--- src/olr_pkg.sv ---
// Shared types and constants of the overwriting log ring.
// Used by olr_front, olr_queue, olr_back and overwriting_log_ring.
package olr_pkg;

  localparam int unsigned RingBytesDef = 64 * 1024;
  localparam int unsigned MaxRecordDef = 4 * 1024;
  localparam int unsigned ReadersDef   = 4;
  localparam int unsigned HdrBytes     = 20;

  localparam logic [2:0] OP_BEGIN   = 3'd0;
  localparam logic [2:0] OP_PAYLOAD = 3'd1;
  localparam logic [2:0] OP_READ    = 3'd2;
  localparam logic [2:0] OP_OPEN    = 3'd3;
  localparam logic [2:0] OP_FLUSH   = 3'd4;
  localparam logic [2:0] OP_QUERY   = 3'd5;

  localparam logic [1:0] ST_OK      = 2'd0;
  localparam logic [1:0] ST_EMPTY   = 2'd1;
  localparam logic [1:0] ST_IGNORED = 2'd2;
  localparam logic [1:0] ST_BUSY    = 2'd3;

  // K_IGNORE is dropped unconditionally; K_DROP only when no payload is pending
  typedef enum logic [2:0] {
    K_BEGIN, K_PAYLOAD, K_READ, K_OPEN, K_FLUSH, K_QUERY, K_IGNORE, K_DROP
  } kind_e;

  typedef struct packed {
    kind_e       kind;
    logic [1:0]  rid;
    logic [7:0]  data;
    logic [15:0] len;
    logic [31:0] tag_process;
    logic [31:0] tag_thread;
    logic [31:0] tag_seconds;
    logic [31:0] tag_nanoseconds;
  } cmd_t;

  function automatic logic [7:0] hdr_byte(cmd_t c, logic [4:0] idx);
    logic [159:0] h;
    h = {c.tag_nanoseconds, c.tag_seconds, c.tag_thread, c.tag_process, 16'h0000, c.len};
    return h[{idx, 3'b000} +: 8];
  endfunction

endpackage

--- src/olr_front.sv ---
// Front end: takes input words, classifies them and clamps the entry length.
// Depends on olr_pkg.
module olr_front #(
  parameter int unsigned MAX_RECORD_BYTES = olr_pkg::MaxRecordDef,
  parameter int unsigned READERS          = olr_pkg::ReadersDef
) (
  input  logic              in_valid_i,
  output logic              in_ready_o,
  input  logic [2:0]        op_i,
  input  logic [1:0]        reader_id_i,
  input  logic [7:0]        data_byte_i,
  input  logic [15:0]       entry_len_i,
  input  logic [31:0]       tag_process_i,
  input  logic [31:0]       tag_thread_i,
  input  logic [31:0]       tag_seconds_i,
  input  logic [31:0]       tag_nanoseconds_i,
  input  logic              q_ready_i,
  output logic              push_o,
  output olr_pkg::cmd_t     cmd_o
);

  localparam int unsigned MaxPayload = MAX_RECORD_BYTES - olr_pkg::HdrBytes;

  logic [15:0] len_clamped;
  logic        rid_ok;

  always_comb begin
    if ({1'b0, entry_len_i} > 17'(MaxPayload)) begin
      len_clamped = 16'(MaxPayload);
    end else begin
      len_clamped = entry_len_i;
    end
    rid_ok = 5'(reader_id_i) < 5'(READERS);

    cmd_o.rid             = reader_id_i;
    cmd_o.data            = data_byte_i;
    cmd_o.len             = len_clamped;
    cmd_o.tag_process     = tag_process_i;
    cmd_o.tag_thread      = tag_thread_i;
    cmd_o.tag_seconds     = tag_seconds_i;
    cmd_o.tag_nanoseconds = tag_nanoseconds_i;
    case (op_i)
      olr_pkg::OP_BEGIN:   cmd_o.kind = (len_clamped == 16'd0) ? olr_pkg::K_DROP
                                                               : olr_pkg::K_BEGIN;
      olr_pkg::OP_PAYLOAD: cmd_o.kind = olr_pkg::K_PAYLOAD;
      olr_pkg::OP_READ:    cmd_o.kind = rid_ok ? olr_pkg::K_READ : olr_pkg::K_DROP;
      olr_pkg::OP_OPEN:    cmd_o.kind = rid_ok ? olr_pkg::K_OPEN : olr_pkg::K_DROP;
      olr_pkg::OP_FLUSH:   cmd_o.kind = olr_pkg::K_FLUSH;
      olr_pkg::OP_QUERY:   cmd_o.kind = rid_ok ? olr_pkg::K_QUERY : olr_pkg::K_DROP;
      default:             cmd_o.kind = olr_pkg::K_IGNORE;
    endcase
  end

  assign in_ready_o = q_ready_i;
  assign push_o     = in_valid_i & q_ready_i;

endmodule

--- config.mk ---
export PLATFORM = sky130hd
export DESIGN_NAME = olr_front
export DESIGN_NICKNAME = d
export VERILOG_FILES = /design/src/olr_pkg.sv /design/src/olr_front.sv
export SDC_FILE = /design/constraint.sdc
export NUM_CORES = 1
export LEC_CHECK = 0
export ABC_AREA = 1
export BUFFER_PORTS_ARGS = -buffer_cell sky130_fd_sc_hd__buf_2
export CAP_MARGIN = 20
export CORE_AREA = 2 2 124 126
export DETAILED_ROUTE_END_ITERATION = 6
export DIE_AREA = 0 0 126 128
export GPL_TIMING_DRIVEN = 0
export PLACE_DENSITY = 0.37
export SYNTH_ARGS = -nofsm -noshare
export SYNTH_HDL_FRONTEND = slang
export SYNTH_SLANG_ARGS = --single-unit
export TNS_END_PERCENT = 50
--- constraint.sdc ---
create_clock -name vclk -period 2.7
set_input_delay 0.54 -clock vclk [all_inputs]
set_output_delay 0.54 -clock vclk [all_outputs]
set_load 0.02 [all_outputs]
Word level (Yosys, flattened, before mapping). Index checks and enable logic that the tools add are counted.

Bits in registers: 0. Word-level logic and storage cells: 12.

Order comparisons: 1. Mux-type cells: 3. Equal/unequal tests: 5. Reductions and logical operators: 2. Bitwise operators: 1.

Operators with widths (number): $pmux 3 s6 (1); $gt 16x12->1 const B (1); $logic_not 16->1 (1); $mux 16 (1); $eq 3x2->1 const B (2); $eq 3x3->1 const B (2); $eq 3x1->1 const B (1); $logic_not 3->1 (1); $mux 3 (1); $and 1x1->1 (1).

Logic depth before layout (Yosys ltp).
Depth in word-level cells: 5. Mapped depth: 8. Gate-level depth less buffers: 8.

Least setup slack after synthesis. OpenSTA, ideal clock, no wires.

Kind: input to output. Start point: input entry_len_i[12]. End point: output cmd_o[128] (netlist bit). Data arrival time: 1302 ps. Buffers on the path: 0. Setup slack: 858 ps. Stages on the path: 7. Required time: 2160 ps. Cell sequence: nor2_1 nand2_1 nor2_2 nand2_2 nand2_4 inv_4 nor2_1.

RTL lines: start: declaration (line olr_front.sv:12) `input logic [15:0] entry_len_i,`; end: declaration (line olr_front.sv:19) `output olr_pkg::cmd_t cmd_o`.

==> results.py <==
metrics = {
    "placed_design": {
        "globalplace.congestion": 0.688,
        "dp_hpwl_mm": 5.12,
        "pre_cts_ws_ns": 0.425,
        "placed_cells": 584,
        "io_buffers": 176,
    },
    "clock_tree": {
        "post_cts_buffers": 0,
        "ctsResizeCount": 0,
        "cts_hold_buf": 0,
    },
    "worst_hold_path": {
        "min_to": "cmd_o[124]",
        "hp-class": "in -> out",
        "hold_depth": 2,
        "hp-start": "tag_process_i[28]",
    },
    "detailed_routing": {
        "vias_per_cell": 2.95,
        "drtIter0Drc": 21,
        "avgRoutedWirePerCell_um": 9.02,
        "detail-route-antenna-nets": 0,
        "drcViolationCount": 0,
        "drt_wl_total_mm": 5.27,
        "dr.pass1.iters": 4,
        "num_vias": 1721,
    },
    "global_route": {
        "grt_pass1_vias": 1454,
        "antenna_found_initial": 1,
        "grt_pass1_wl_mm": 6.56,
        "overflow": 0,
        "grt_max_degree": 9,
        "grt_usage_pct": 4.96,
    },
    "critical_path": {
        "path_cells": "buf_2 -> nand2_1 -> inv_1 -> nand2_1 -> nor2_2 -> nand2_2 -> nand2_4 -> nand4_1 -> nand3_1 -> buf_2",
        "worstPathRequired_ns": 2.16,
        "slowest_delay_ns": 0.17,
        "crit_type": "in -> out",
        "cp-start-kind": "primary input",
        "slowest_stage": "nand4_1",
        "cp-end-kind": "output port",
        "worstPathArrival_ns": 1.64,
        "critPathMaxFanout": 8,
    },
    "power_and_ir_drop": {
        "power.total_mw": 0.465,
        "powerDensity_nw_per_um2": 185,
        "ir_drop_v": 0.0000416,
        "leakage_nw": 1.59,
    },
    "yosys": {
        "syn-cell-area_um2": 1390,
        "yosys_warnings": 0,
        "synth_top_area_share_pct": 77.5,
        "synthAdderAreaFrac_pct": 0,
        "yosysMostFrequentCell": "buf_4",
        "synth_xor_area_share_pct": 0,
        "synth_common_cells": "buf_4, nand2_1, inv_1",
        "synthTopCellsByArea": "buf_4, nand2_1, inv_1",
        "synthDistinctLibCells": 14,
        "synthCells": 217,
        "yosysTopAreaCell": "buf_4",
        "synth_simple_gate_area_share_pct": 16.2,
        "synth_area_per_cell_um2": 6.38,
        "ys_seq_area_share_pct": 0,
        "synth_compound_area_share_pct": 0.723,
        "synth_mux_area_share_pct": 0,
        "synth_top_family_by_area": "buffers and inverters",
    },
    "timing": {
        "fmax_mhz": 458,
        "hold_viol": 0,
        "layout_setup_ws_ns": 0.516,
        "whs_ns": 1.30,
        "grt_setup_unrepaired": "false",
        "finalSetupViolations": 0,
        "layout_min_cycle_time_ns": 2.18,
        "drv_slew": 0,
        "fin_crit_sh_pct": 80.9,
        "tns_ns": 0,
    },
    "die": {
        "dieArea_um2": 16100,
        "die_x_um": 126,
        "ios": 318,
        "core_area_um2": 14900,
        "start_util_pct": 9.32,
        "rows": 45,
        "fp.dieH_um": 128,
    },
    "layout": {
        "num-nets-final": 557,
        "seq_cell_count": 0,
        "num-fill-cells": 1734,
        "num-clock-buffers": 0,
        "areaGrowthSynthToFinish_pct": 81.4,
        "final-seq-area_um2": 0,
        "fin_cells": 584,
        "drive_gt1_share_pct": 82.1,
        "diodes": 0,
    },
    "outcome": {
        "status": "completed",
    },
    "flow_run": {
        "maxCapViolations": 0,
    },
}
## stage by stage
step | utilization, % | cell area [um2]
floorplan | - | 1400
global placement | 16.9 | 2510
detailed placement | 16.9 | 2510
CTS | 16.9 | 2510
global route | 16.9 | 2510
finish | 16.9 | 2510
## worst max-delay path, delay by kind of cell
family | cells | cell delay, ns
buffers and inverters | 3 | 0.34
and+or+nand+nor | 7 | 0.76
## how the worst max path moves through the flow
stage | to | start
floorplan | cmd_o[128] | entry_len_i[12]
global placement | cmd_o[154] | entry_len_i[3]
detailed placement | cmd_o[154] | entry_len_i[3]
CTS | cmd_o[154] | entry_len_i[3]
global route | cmd_o[154] | entry_len_i[5]
finish | cmd_o[154] | entry_len_i[3]
## cells in the final DEF, fill, tap and decap left out, drive strengths merged
cell type  synthesis  layout
or2                3       3
o21ai              2       2
nand3              3       3
inv               19      19
nand2             27      27
conb               1       4
nand4              1       1
buf              143     319
nor2              18      18
## kinds of logic (layout without fill, tap and decap cells)
group	after synthesis	after routing
AND/OR/NAND/NOR	52	52
buffers and inverters	162	338
AO/OA/AOI/OAI	2	2
other	1	4
## layout make-up
type	count	area [um2]	share of cell area [%]
multi-input combinational	58	249	9.91
tap	188	235	9.36
inverter	19	73.8	2.94
buffer	143	1070	42.7
timing repair buffer	176	881	35.1
## power by group
group | total, mW | switching (mW) | internal [mW] | leakage, nW
sequential | 0 | 0 | 0 | 0
clock | 0 | 0 | 0 | 0
combinational | 0.465 | 0.241 | 0.224 | 1.59
total | 0.465 | 0.241 | 0.224 | 1.59
## layer usage
metal  part of all wire, %  track usage, %
met4                 0.038               0
met5                  0.25               0
met3                    15            1.92
met2                    60            11.7
met1                    24            3.75
Note: power is estimated with default switching activity, not from simulation.
