===== src/olr_pkg.sv =====
// Shared types and constants of the overwriting log ring.
// Used by olr_front, olr_queue, olr_back and overwriting_log_ring.
package olr_pkg;

  localparam int unsigned RingBytesDef = 64 * 1024;
  localparam int unsigned MaxRecordDef = 4 * 1024;
  localparam int unsigned ReadersDef   = 4;
  localparam int unsigned HdrBytes     = 20;

  localparam logic [2:0] OP_BEGIN   = 3'd0;
  localparam logic [2:0] OP_PAYLOAD = 3'd1;
  localparam logic [2:0] OP_READ    = 3'd2;
  localparam logic [2:0] OP_OPEN    = 3'd3;
  localparam logic [2:0] OP_FLUSH   = 3'd4;
  localparam logic [2:0] OP_QUERY   = 3'd5;

  localparam logic [1:0] ST_OK      = 2'd0;
  localparam logic [1:0] ST_EMPTY   = 2'd1;
  localparam logic [1:0] ST_IGNORED = 2'd2;
  localparam logic [1:0] ST_BUSY    = 2'd3;

  // K_IGNORE is dropped unconditionally; K_DROP only when no payload is pending
  typedef enum logic [2:0] {
    K_BEGIN, K_PAYLOAD, K_READ, K_OPEN, K_FLUSH, K_QUERY, K_IGNORE, K_DROP
  } kind_e;

  typedef struct packed {
    kind_e       kind;
    logic [1:0]  rid;
    logic [7:0]  data;
    logic [15:0] len;
    logic [31:0] tag_process;
    logic [31:0] tag_thread;
    logic [31:0] tag_seconds;
    logic [31:0] tag_nanoseconds;
  } cmd_t;

  function automatic logic [7:0] hdr_byte(cmd_t c, logic [4:0] idx);
    logic [159:0] h;
    h = {c.tag_nanoseconds, c.tag_seconds, c.tag_thread, c.tag_process, 16'h0000, c.len};
    return h[{idx, 3'b000} +: 8];
  endfunction

endpackage


===== src/olr_queue.sv =====
// Two-entry command queue between front and back end.
// Depends on olr_pkg.
module olr_queue (
  input  logic          clk_i,
  input  logic          rst_ni,
  input  logic          push_i,
  input  olr_pkg::cmd_t cmd_i,
  output logic          ready_o,
  output logic          valid_o,
  input  logic          pop_i,
  output olr_pkg::cmd_t cmd_o
);

  olr_pkg::cmd_t ent_q [2];
  logic          wp_q, rp_q;
  logic [1:0]    cnt_q;

  assign ready_o = cnt_q != 2'd2;
  assign valid_o = cnt_q != 2'd0;
  assign cmd_o   = ent_q[rp_q];

  always_ff @(posedge clk_i) begin
    if (push_i) begin
      ent_q[wp_q] <= cmd_i;
    end
  end

  always_ff @(posedge clk_i or negedge rst_ni) begin
    if (!rst_ni) begin
      wp_q  <= 1'b0;
      rp_q  <= 1'b0;
      cnt_q <= 2'd0;
    end else begin
      if (push_i) wp_q <= ~wp_q;
      if (pop_i)  rp_q <= ~rp_q;
      cnt_q <= cnt_q + {1'b0, push_i} - {1'b0, pop_i};
    end
  end

endmodule


===== config.mk =====
export PLATFORM = sky130hd
export DESIGN_NAME = olr_queue
export DESIGN_NICKNAME = d
export VERILOG_FILES = /design/src/olr_pkg.sv /design/src/olr_queue.sv
export SDC_FILE = /design/constraint.sdc
export NUM_CORES = 1
export LEC_CHECK = 0
export ABC_AREA = 0
export BUFFER_PORTS_ARGS = -buffer_cell sky130_fd_sc_hd__buf_2
export CAP_MARGIN = 20
export CORE_AREA = 2 2 150 152
export DETAILED_ROUTE_END_ITERATION = 7
export DIE_AREA = 0 0 152 154
export PLACE_DENSITY = 0.92
export SLEW_MARGIN = 20
export SYNTH_ARGS = -nofsm -noshare
export SYNTH_HDL_FRONTEND = slang
export SYNTH_SLANG_ARGS = --single-unit

===== constraint.sdc =====
create_clock -name clk_i -period 24.4 [get_ports clk_i]
set_input_delay 4.88 -clock clk_i [delete_from_list [all_inputs] [get_ports clk_i]]
set_output_delay 4.88 -clock clk_i [all_outputs]
set_load 0.005 [all_outputs]

# ---- Word-level counts from Yosys, hierarchy flattened
# Memory sizes are Yosys's and may differ from the RTL's.
# Cells that the tools add are included.
dict set report classes {
  n_addsub 2
  multipliers 0
  div 0
  n_lt_le_gt_ge 0
  n_eq_ne 1
  shift 0
  n_mux 2
  bitwise_logic 2
  n_reduce_logical 1
}
# cell n
set op_table {}
lappend op_table {{$add 2x1->2} 1}
lappend op_table {{$mux 1} 2}
lappend op_table {{$ne 2x2->1 const B} 1}
lappend op_table {{$not 1->1} 2}
lappend op_table {{$reduce_bool 2->1} 1}
lappend op_table {{$sub 2x1->2} 1}
dict set report word_totals {
  register_bits 4
  latch_bits 0
  ramBits 314
  rom_bits 0
  input_bits 161
  output_inout_bits 159
  wordCells 12
  mem_count 1
}
# memory words width rd rd_ports_with_merged_regs wr line
set memory_table {}
lappend memory_table {ent_q 2 157 1 0 1 olr_queue.sv:14} ;# olr_pkg::cmd_t ent_q [2];

# ---- Depth between registers and ports, before layout
dict set report depth {
  ltp_word 2
  mapped_depth 5
  ltp_nobuf 5
}

# ---- Least setup slack after synthesis
# No wires, ideal clock.
dict set report synth_timing {
  kind {input-to-reg}
  from {in push_i}
  to {mem ent_q[0][0] (netlist bit) (enable)}
  setup_time_ns 0.695
  arrival_time_ns 11.667
  t_required_ns 23.705
  slack_ns 12.039
  cell_stages 1
  n_path_buf 0
  cell_sequence {nor2b_1}
}
dict set report synth_between {
  elab_chain_len 2
}
# item line
set synth_lines {}
lappend synth_lines {{start: declaration} olr_queue.sv:6} ;# input logic push_i,
lappend synth_lines {{$mux 1} olr_queue.sv:23} ;# if (push_i) begin
lappend synth_lines {{$mux 1 (not written as such)} olr_queue.sv:24} ;# ent_q[wp_q] <= cmd_i;
lappend synth_lines {{end: declaration} olr_queue.sv:14}
# Every way passes these cells.

==> impl_metrics.py <==
metrics = {
    "status": {
        "status": "completed",
    },
    "die": {
        "die_w_um": 152,
        "initial_core_util": 0.5516,
        "ioPinCount": 320,
        "die_h_um": 154,
        "coreArea_um2": 21690,
        "rows": 54,
        "die_area_um2": 23410,
    },
    "global_route": {
        "grt_overflow_total": 0,
        "grt_pass1_wl_um": 34200,
        "grt_pass1_vias": 6285,
        "grt_usage": 0.1876,
        "grt_antenna_before_repair": 3,
        "grt_max_degree": 70,
    },
    "logic_synthesis": {
        "yosysWarnings": 0,
        "synthXorXnorAreaFrac": 0.003452,
        "yosysTopAreaCellShare": 0.7882,
        "synth_compound_area_frac": 0,
        "synth_seq_cells": 318,
        "synth_area_leaders": "edfxtp_1 (79%), mux2_4 (13%), mux2_2 (5.3%), buf_6 (1.3%), dfrtp_1 (0.84%)",
        "synth_area_leader_cell": "edfxtp_1",
        "yosysSeqAreaShare": 0.7966,
        "yosysUniqueCellTypes": 15,
        "synth_fa_ha_area_frac": 0.002092,
        "synthesis.area_um2": 11960,
        "postSynthCellCount": 504,
        "synth_nets": 667,
        "synth_simple_gate_area_frac": 0.002092,
        "synth_top_family_by_area": "multiplexers",
        "postSynthAreaPerCell_um2": 23.74,
        "muxShareOfSynthArea": 0.1795,
    },
    "clocking": {
        "clkTransAtPathRegs_ns": 0.06,
        "clk_latency_ns": 0.54,
        "ctsHoldBuffers": 0,
        "cts_made_buffers": 31,
        "cts_root_buf": "clkbuf_16",
        "cts_setup_buffers": 0,
        "clock_path_buffers": 3,
        "cts_resized": 0,
        "cts.sinks": 318,
        "htree_levels": 1,
        "tritoncts": "yes",
    },
    "sta": {
        "setup_tns_ns": 0,
        "finClkSkew_ns": 0.005312,
        "grt_setup_unrepaired": "false",
        "setup_viol_count_final": 0,
        "worst_hold_slack_ns": 0.5581,
        "finalCritPeriodShare": 0.3191,
        "worst_slew_pin_slew_ns": 1.113,
        "hold_viol": 0,
        "slew_headroom": 0.2581,
        "max_clock_freq_ghz": 0.1284,
        "final.min_clock_period_ns": 7.786,
        "finalMaxSlewViolations": 0,
    },
    "worst_setup_path": {
        "path_cells": "buf_4 -> mux2_2 -> buf_2",
        "crit_path_max_fanout": 69,
        "path_class": "flip-flop to primary output",
        "r2r_start": "wp_q",
        "arrival_ns": 2.91,
        "rr_endpoint": "ent_q[0][111]",
        "cp_slowest_cell": "buf_4",
        "slowest_delay_ns": 0.88,
        "rr_worst_depth": 2,
        "required_ns": 19.52,
        "critical_path.endpoint_type": "primary output",
        "crit_family": "buffers and inverters",
        "worst-path-buf-inv": 2,
        "rrSetupSlack_ns": 22.05,
        "cp-start-kind": "flip-flop",
    },
    "layout": {
        "fin_nets": 1007,
        "drive_above_1_share": 0.6083,
        "design_area_um2": 14750,
        "layout.cells.most_common_list": "buf_2 (319), edfxtp_1 (314), mux2_4 (101), mux2_2 (56), clkbuf_16 (31)",
        "postLayoutCoreUtil": 0.6802,
        "syn2layout_area_growth_pct": 23.31,
        "layout_commonest_cell": "buf_2",
    },
    "power": {
        "finalPower_mw": 1.686,
        "ir_worst_vdd_mv": 0.07355,
        "power.leakage_nw": 5.867,
        "cellPowerDensity_nw_per_um2": 114.3,
    },
    "drt": {
        "drt_first_pass_iters": 4,
        "num_vias": 5940,
        "wl_per_cell_um": 19.79,
        "via_per_inst": 5.165,
        "drc_errors": 0,
        "ant_nets": 0,
        "routed_wl_um": 22760,
        "drt_iter0_drc": 372,
    },
    "min_path": {
        "worst_hold_path.endpoint": "wp_q",
        "hp-class": "flip-flop to flip-flop",
        "hold_depth": 1,
        "hp-start": "wp_q",
    },
    "placed_design": {
        "place.port_buffers": 319,
        "gp_congestion": 0.7980,
        "placed_cell_area_um2": 13780,
        "hpwlAfterDp_um": 15500,
    },
    "run": {
        "maxCapViolations": 0,
    },
}
-- how the worst max path moves through the flow --
| stage | from | to | slack, ns | cells past startpoint |
|---|---|---|---|---|
| after floorplan | push_i | ent_q[0][0] | 12.04 | 1 |
| after CTS | rp_q | cmd_o[3] | 16.60 | 3 |
| after global routing | rp_q | cmd_o[127] | 16.48 | 3 |
| after global placement | rp_q | cmd_o[148] | 17.24 | 3 |
| after detailed placement | rp_q | cmd_o[3] | 17.19 | 3 |
| final | rp_q | cmd_o[127] | 16.61 | 3 |
-- final cells by class --
class	count	area, um^2
fill	1376	6937
clock inverter	17	156.4
sequential	318	9533
antenna	2	5.005
multi-input combinational	166	2248
clock buffer	40	809.5
inverter	2	7.507
tap	280	350.3
timing repair buffer	325	1642
-- kinds of logic after synthesis --
kind of cell  Yosys count
xor+xnor                3
fa+ha+maj               2
buf+inv                20
flops                 318
mux                   157
simple gates            4
-- power by group --
group | switching [mW] | total (mW) | internal [mW]
combinational | 0.213 | 0.468 | 0.255
sequential | 0.0405 | 0.767 | 0.727
clock | 0.187 | 0.451 | 0.264
total | 0.440 | 1.69 | 1.25
-- flip-flops by register name, summed over array words and instances (netlist names) --
signal	cells
wp_q	1
ent_q	314
cnt_q	2
rp_q	1
-- metrics by stage --
| step | setup slack, ns | cells |
|---|---|---|
| 2_1_floorplan | 12.04 | 504 |
| 3_3_place_gp | 17.24 | 1091 |
| 3_5_place_dp | 17.19 | 1091 |
| 4_1_cts | 16.60 | 1148 |
| 5_1_grt | 16.48 | 1149 |
| 6_report | 16.61 | 1150 |
-- worst register-to-register path, delay by kind of cell (launching register included) --
kind,cells,cell delay (ns)
buf+inv,1,0.81
simple gates,1,0.65
flops,1,0.43
-- metal layers --
metal,up-vias,track usage,share of wire
li1,2707,-,-
met1,2922,0.2104,0.37
met2,262,0.3387,0.52
met3,47,0.06313,0.084
met4,2,0.05964,0.027
met5,-,0,0.00066
-- synth_stat cells --
cell type / number
nor2b_1: 1
edfxtp_1: 314
xor3_1: 1
xor2_1: 2
and2_1: 1
buf_6: 14
dfrtp_1: 4
buf_2: 3
ha_1: 2
nand2b_1: 1
buf_8: 1
or2_2: 1
mux2_4: 101
mux2_2: 56
inv_1: 2
Note: power is estimated with default switching activity, not from simulation.
